==> config.mk <==
export PLATFORM = sky130hd
export DESIGN_NAME = mpmc_ram
export DESIGN_NICKNAME = d
export VERILOG_FILES = /design/src/rtl/mpmc_ram.sv
export SDC_FILE = /design/constraint.sdc
export NUM_CORES = 2
export LEC_CHECK = 0
export BUFFER_PORTS_ARGS = -buffer_cell sky130_fd_sc_hd__buf_4
export CAP_MARGIN = 20
export CORE_MARGIN = 1
export CORE_UTILIZATION = 55
export CTS_BUF_LIST = sky130_fd_sc_hd__clkbuf_8
export CTS_CLUSTER_DIAMETER = 60
export DETAILED_ROUTE_END_ITERATION = 6
export PLACE_DENSITY = 0.81
export SLEW_MARGIN = 15
export SYNTH_ARGS = -nofsm -noshare
export SYNTH_HDL_FRONTEND = slang
export SYNTH_SLANG_ARGS = --single-unit
==> constraint.sdc <==
create_clock -name clk -period 3.1 [get_ports clk]
set_input_delay 0.465 -clock clk [delete_from_list [all_inputs] [get_ports clk]]
set_output_delay 0.465 -clock clk [all_outputs]
set_load 0.01 [all_outputs]
==> src/rtl/mpmc_ram.sv <==
module mpmc_ram #(
	parameter int WIDTH = 8,
	parameter int DEPTH = 256
) (
	input  logic                     clk,
	input  logic                     we,
	input  logic [$clog2(DEPTH)-1:0] waddr,
	input  logic [WIDTH-1:0]         wdata,
	input  logic [$clog2(DEPTH)-1:0] raddr,
	output logic [WIDTH-1:0]         rdata
);

	logic [WIDTH-1:0] mem [DEPTH];

	always_ff @(posedge clk) begin
		if (we) begin
			mem[waddr] <= wdata;
		end
		rdata <= mem[raddr];
	end

endmodule

After elaboration in Yosys (flattened, before gate mapping)
Memories as Yosys holds them, arrays and structs flattened. A register that Yosys moved wholly into a read port is not among the register bits.
Index checks and enable logic that the tools add are counted.
Widths: inputs -> output; s select.
{"block": "word_totals", "reg_bits": 0, "ramBits": 2048, "in_bits": 26, "word_cells": 3, "n_memories": 1}
{"block": "classes", "muxes": 2}
{"memory": "mem", "words": 256, "word_bits": 8, "rd": 1, "rd_clocked_by_memory_dff": 1, "wr": 1, "line_no": "13", "text": "logic [WIDTH-1:0] mem [DEPTH];"}
{"operator": "$mux 1", "n": 2}

Longest topological paths before layout
{"block": "logic_depth", "ltp_word": 2, "mapped_depth": 11}

Least setup slack after synthesis
OpenSTA, ideal clock, no wires.
{"block": "synth_path", "path_type": "input -> register", "startpoint": "in raddr[0]", "endpoint": "reg rdata[2] (read register of mem)", "setup_time_ps": 131, "arrival_ps": 2272, "required_time_ps": 2969, "setup_slack_ps": 697, "cell_stages": 9, "path_cell_list": "buf_6 -> buf_12 -> buf_8 -> buf_2 -> mux4_2 -> a22oi_1 -> a21oi_1 -> nor4_1 -> nor4_2"}
{"item": "start: declaration", "line_no": "9", "text": "input logic [$clog2(DEPTH)-1:0] raddr,"}
{"item": "end: declaration", "line_no": "10", "text": "output logic [WIDTH-1:0] rdata"}

==> metrics.log <==
INFO  metric outcome = completed
INFO  metric rr_worst_depth = 6
INFO  metric crit-reg2reg-capture = rdata[1]
INFO  metric placed_area = 0.0854 sq mm
INFO  metric max_freq = approximately 350 MHz
INFO  metric report.final.slew_viol_count = 0
INFO  metric max-vdd-ir-drop = 0.647 mV
INFO  metric cts_max_path_buffers = 4
INFO  metric grt_max_degree = 113
INFO  metric grt_overflow_total = 0
INFO  metric route.detailed.vias_per_inst = roughly 6.5
INFO  metric combinational_family_with_the_most_area_after_synthesis = multiplexers
INFO  metric yosys.area_share.xor_xnor = 0%
INFO  metric die_area = between 0.1 and 0.15 sq mm
INFO  metric first_pass_iters = 6
INFO  metric count_of_buffer_and_inverter_cells_on_the_critical_path = 1
INFO  metric yosysMostFrequentCell = sky130_fd_sc_hd__edfxtp_1
INFO  metric synth_cells = 3733
INFO  metric drt_first_iter_violations = 6539
INFO  metric critPathArrivalTime = 3.75 ns
INFO  metric netlist-cell-type-count = 55
INFO  metric first_global_vias = approximately 43000
INFO  metric synth.area.top_cells = sky130_fd_sc_hd__edfxtp_1 (77%), sky130_fd_sc_hd__mux4_2 (13%), sky130_fd_sc_hd__mux2i_1 (1.7%), sky130_fd_sc_hd__nor2_1 (1.3%), sky130_fd_sc_hd__a22oi_1 (1.3%)
INFO  metric ios = 34
INFO  metric crit_path_cell_trace = mux4_2, mux4_2, nor2b_1, nor4_1, buf_4, nor4_1
INFO  metric synth_compound_area_share = 3.42%
INFO  metric asyncSetResetFlopFracSynth = 0%
INFO  metric worst-r2r-setup-slack = ~0.21 ns
INFO  metric chipHeight = between 300 and 400 um
INFO  metric hold_path_origin = wdata[0]
INFO  metric switching_share = between 20 and 25%
INFO  metric slowest_stage = sky130_fd_sc_hd__nor4_1
INFO  metric switching_power = between 10 and 15 mW
INFO  metric vias = roughly 42000
INFO  metric synth_simple_gate_area_share = 2.63%
INFO  metric crit_fanout = 1
INFO  metric rows = about 140
INFO  metric worstMarginPinSlew = about 1.1 ns
INFO  metric maxCapViolCount = 0
INFO  metric cts-buffers-inserted = about 320
INFO  metric drt_drc_violations_left = 0
INFO  metric clock_power_share = roughly 39%
INFO  metric floorplan.initialDensity = between 50 and 60%
INFO  metric synth_common_cells = sky130_fd_sc_hd__edfxtp_1 (2048), sky130_fd_sc_hd__mux4_2 (454), sky130_fd_sc_hd__nor2_1 (282)
INFO  metric timing.hold.worst.class = primary input to flip-flop
INFO  metric port-buffer-count = 33
INFO  metric timing.hold.ws = approximately 0.09 ns
INFO  metric worstSetupEndpointType = flip-flop
INFO  metric seq_power_share = about 56%
INFO  metric routed_wl = roughly 200000 um
INFO  metric gpl.final_weighted_congestion = between 0.8 and 0.9
INFO  metric worstHoldPathCells = 1
INFO  metric globalRouteTotalUtil = a little over a quarter
INFO  metric fin_crit = just under 3 ns
INFO  metric cellInternalPower = 42.7 mW
INFO  metric wire_length_of_the_first_global_routing_pass = approximately 290000 um
INFO  metric netlist.area_leader.share = 77.3%
INFO  metric layout-drive-gt1-share = between 30% and 40%
INFO  metric detailed_place_hpwl = 124000 um
INFO  metric yosysWarningCount = 0
INFO  metric synth-adder-area-share = 0%
INFO  metric path_length_in_cells_of_the_critical_path = 6
INFO  metric cts.reportedPaths.clkPinSlew = 0.07 ns
INFO  metric wl_met3 = around 26000 um
INFO  metric cts_num_sinks = between 2000 and 2500
INFO  metric power.density = 601 mW/mm^2
INFO  metric fin_skew = between 0.07 and 0.08 ns
INFO  metric timing.critical_path.from = mem[67][1]
INFO  metric synthesis.nets = roughly 3800
INFO  metric cp_slowest_stage_delay = ~0.83 ns
INFO  metric synth_sequential_area_ratio = around 78%
INFO  metric path_class = flip-flop to flip-flop
INFO  metric power_frac_comb = ~5.5%
INFO  metric layout.nets = 4399
INFO  metric fill_cells = 8862
INFO  metric synth.ff_latch_count = 2056
INFO  metric grt_setup_unrepaired = no
INFO  metric clock-root-buffer = sky130_fd_sc_hd__clkbuf_8
INFO  metric route.antenna.remaining_nets = 0
INFO  metric p_r_area_growth_vs_syn = 14.8%
INFO  metric cts_tree = yes
INFO  metric critical_path.reg2reg.startpoint = mem[67][1]
INFO  metric period_share = about 93%
INFO  metric stdcell_area = roughly 0.091 sq mm
INFO  metric count_of_flip_flops_with_a_built_in_enable_after_synthesis = 2048
INFO  metric maxSlewHeadroom = approximately 28%
INFO  metric placeableCoreArea = 0.143 sq mm
INFO  metric m1WireLength = 68300 um
INFO  metric antenna_violations_before_repair = 6
INFO  metric setup-violations-final = 0
INFO  metric ys.flop_type = sky130_fd_sc_hd__edfxtp_1
INFO  metric cpLargestDelayFamily = simple AND/OR/NAND/NOR gates
INFO  metric timing.final.hold_violations = 0
INFO  metric top_routing_layer_in_use = met5
INFO  metric clock_insertion_delay_worst_skew = roughly 1.0 ns
INFO  metric setup.worst_path.start_class = flip-flop
INFO  metric required = 3.96 ns
INFO  metric power_leakage = 29.7 nW
INFO  metric muxShareOfSynthArea = 14.6%
INFO  metric syn-cell-area = 0.0796 sq mm
INFO  metric netlist.top_cell.by_area = sky130_fd_sc_hd__edfxtp_1
INFO  metric routed-wl-met2 = between 90000 and 100000 um
INFO  metric horiz_die_dim = about 380 um
INFO  metric synth_area_per_cell = about 21 sq um
INFO  metric worstHoldEndpoint = mem[82][0]
INFO  metric post_drt_wl_per_cell = 30.3 um
INFO  metric h-tree-depth = 5
[cell families after synthesis]
family,Yosys count
buffers and inverters,235
AND/OR/NAND/NOR,466
multiplexers,591
flip-flops,2056
AO/OA/AOI/OAI,385
[layout by cell type, fill, tap and decap left out, types with 8 or more instances in the layout]
cell type	count
sky130_fd_sc_hd__nand4_1	10
sky130_fd_sc_hd__nand2b_1	8
sky130_fd_sc_hd__nor2b_1	28
sky130_fd_sc_hd__inv_1	80
sky130_fd_sc_hd__clkinvlp_4	8
sky130_fd_sc_hd__o211ai_1	10
sky130_fd_sc_hd__buf_4	473
sky130_fd_sc_hd__o221ai_1	46
sky130_fd_sc_hd__o21ai_0	10
sky130_fd_sc_hd__edfxtp_1	2048
sky130_fd_sc_hd__o22ai_1	28
sky130_fd_sc_hd__mux4_2	454
sky130_fd_sc_hd__a22o_1	8
sky130_fd_sc_hd__dfxtp_1	8
sky130_fd_sc_hd__mux2i_1	134
sky130_fd_sc_hd__a22oi_1	133
sky130_fd_sc_hd__nor3_1	22
sky130_fd_sc_hd__clkinv_1	64
sky130_fd_sc_hd__clkbuf_8	336
sky130_fd_sc_hd__bufinv_16	13
sky130_fd_sc_hd__a221oi_1	13
sky130_fd_sc_hd__nand2_1	33
sky130_fd_sc_hd__nor2_1	279
sky130_fd_sc_hd__clkinv_2	51
sky130_fd_sc_hd__nor4_1	24
sky130_fd_sc_hd__nand3_1	34
sky130_fd_sc_hd__a21oi_1	96
sky130_fd_sc_hd__a211oi_1	16
sky130_fd_sc_hd__buf_12	61
[state kept, by name, indices dropped and copies added, names as in the netlist]
| name | cells |
|---|---|
| mem | 2048 |
| rdata | 8 |
[power groups by stage]
stage | registers, mW | clock network (mW) | logic (mW)
6_report | 30.7 | 21.2 | 3.01
5_1_grt | 30.7 | 22.5 | 3.12
4_1_cts | 30.7 | 21.4 | 2.97
3_5_place_dp | 31.3 | 0 | 2.95
3_3_place_gp | 31.3 | 0 | 2.87
2_1_floorplan | 31.3 | 0 | 1.49
[through the flow]
step           TNS (ns)  util [%]  std cells  setup slack [ns]  power (mW)
2_1_floorplan         0         -       3733             0.697        32.8
3_3_place_gp      -2.12      59.5       5947            -0.484        34.2
3_5_place_dp      -2.43      59.5       5947            -0.461        34.2
4_1_cts               0      63.6       6500             0.123        55.1
5_1_grt               0      63.6       6501             0.187        56.3
6_report              0      63.6       6504             0.207        54.9
[layout make-up]
cell class,count,area (sq um),area share (%)
flip-flops and latches,2056,61700,67.5
diodes,4,10.0,0.0110
clock buffers,328,4510,4.94
repair buffers,550,4970,5.45
inverters,2,7.51,0.00822
well taps,1903,2380,2.61
clock inverters,219,1280,1.40
multi-input cells,1442,16500,18.0
[per-layer routing]
metal	GRT usage, %	vias up
li1	-	17000
met1	36.9	21400
met2	42.0	3352
met3	7.02	556
met4	12.4	4
met5	0	-
[worst max-delay path by stage]
stage               slack, ns  endpoint
floorplan                0.70  rdata[2]
global placement        -0.48  rdata[3]
detailed placement      -0.46  rdata[1]
CTS                      0.12  rdata[1]
global route             0.19  rdata[3]
finish                   0.21  rdata[1]
[repair_timing]
action                                 CTS  global route
hold buffers                             6             0
buffers inserted                         0             0
gates resized for setup                  0             0
setup endpoints to repair                0             0
endpoints found under the hold margin  117             0
(Power assumes the default switching activity.)
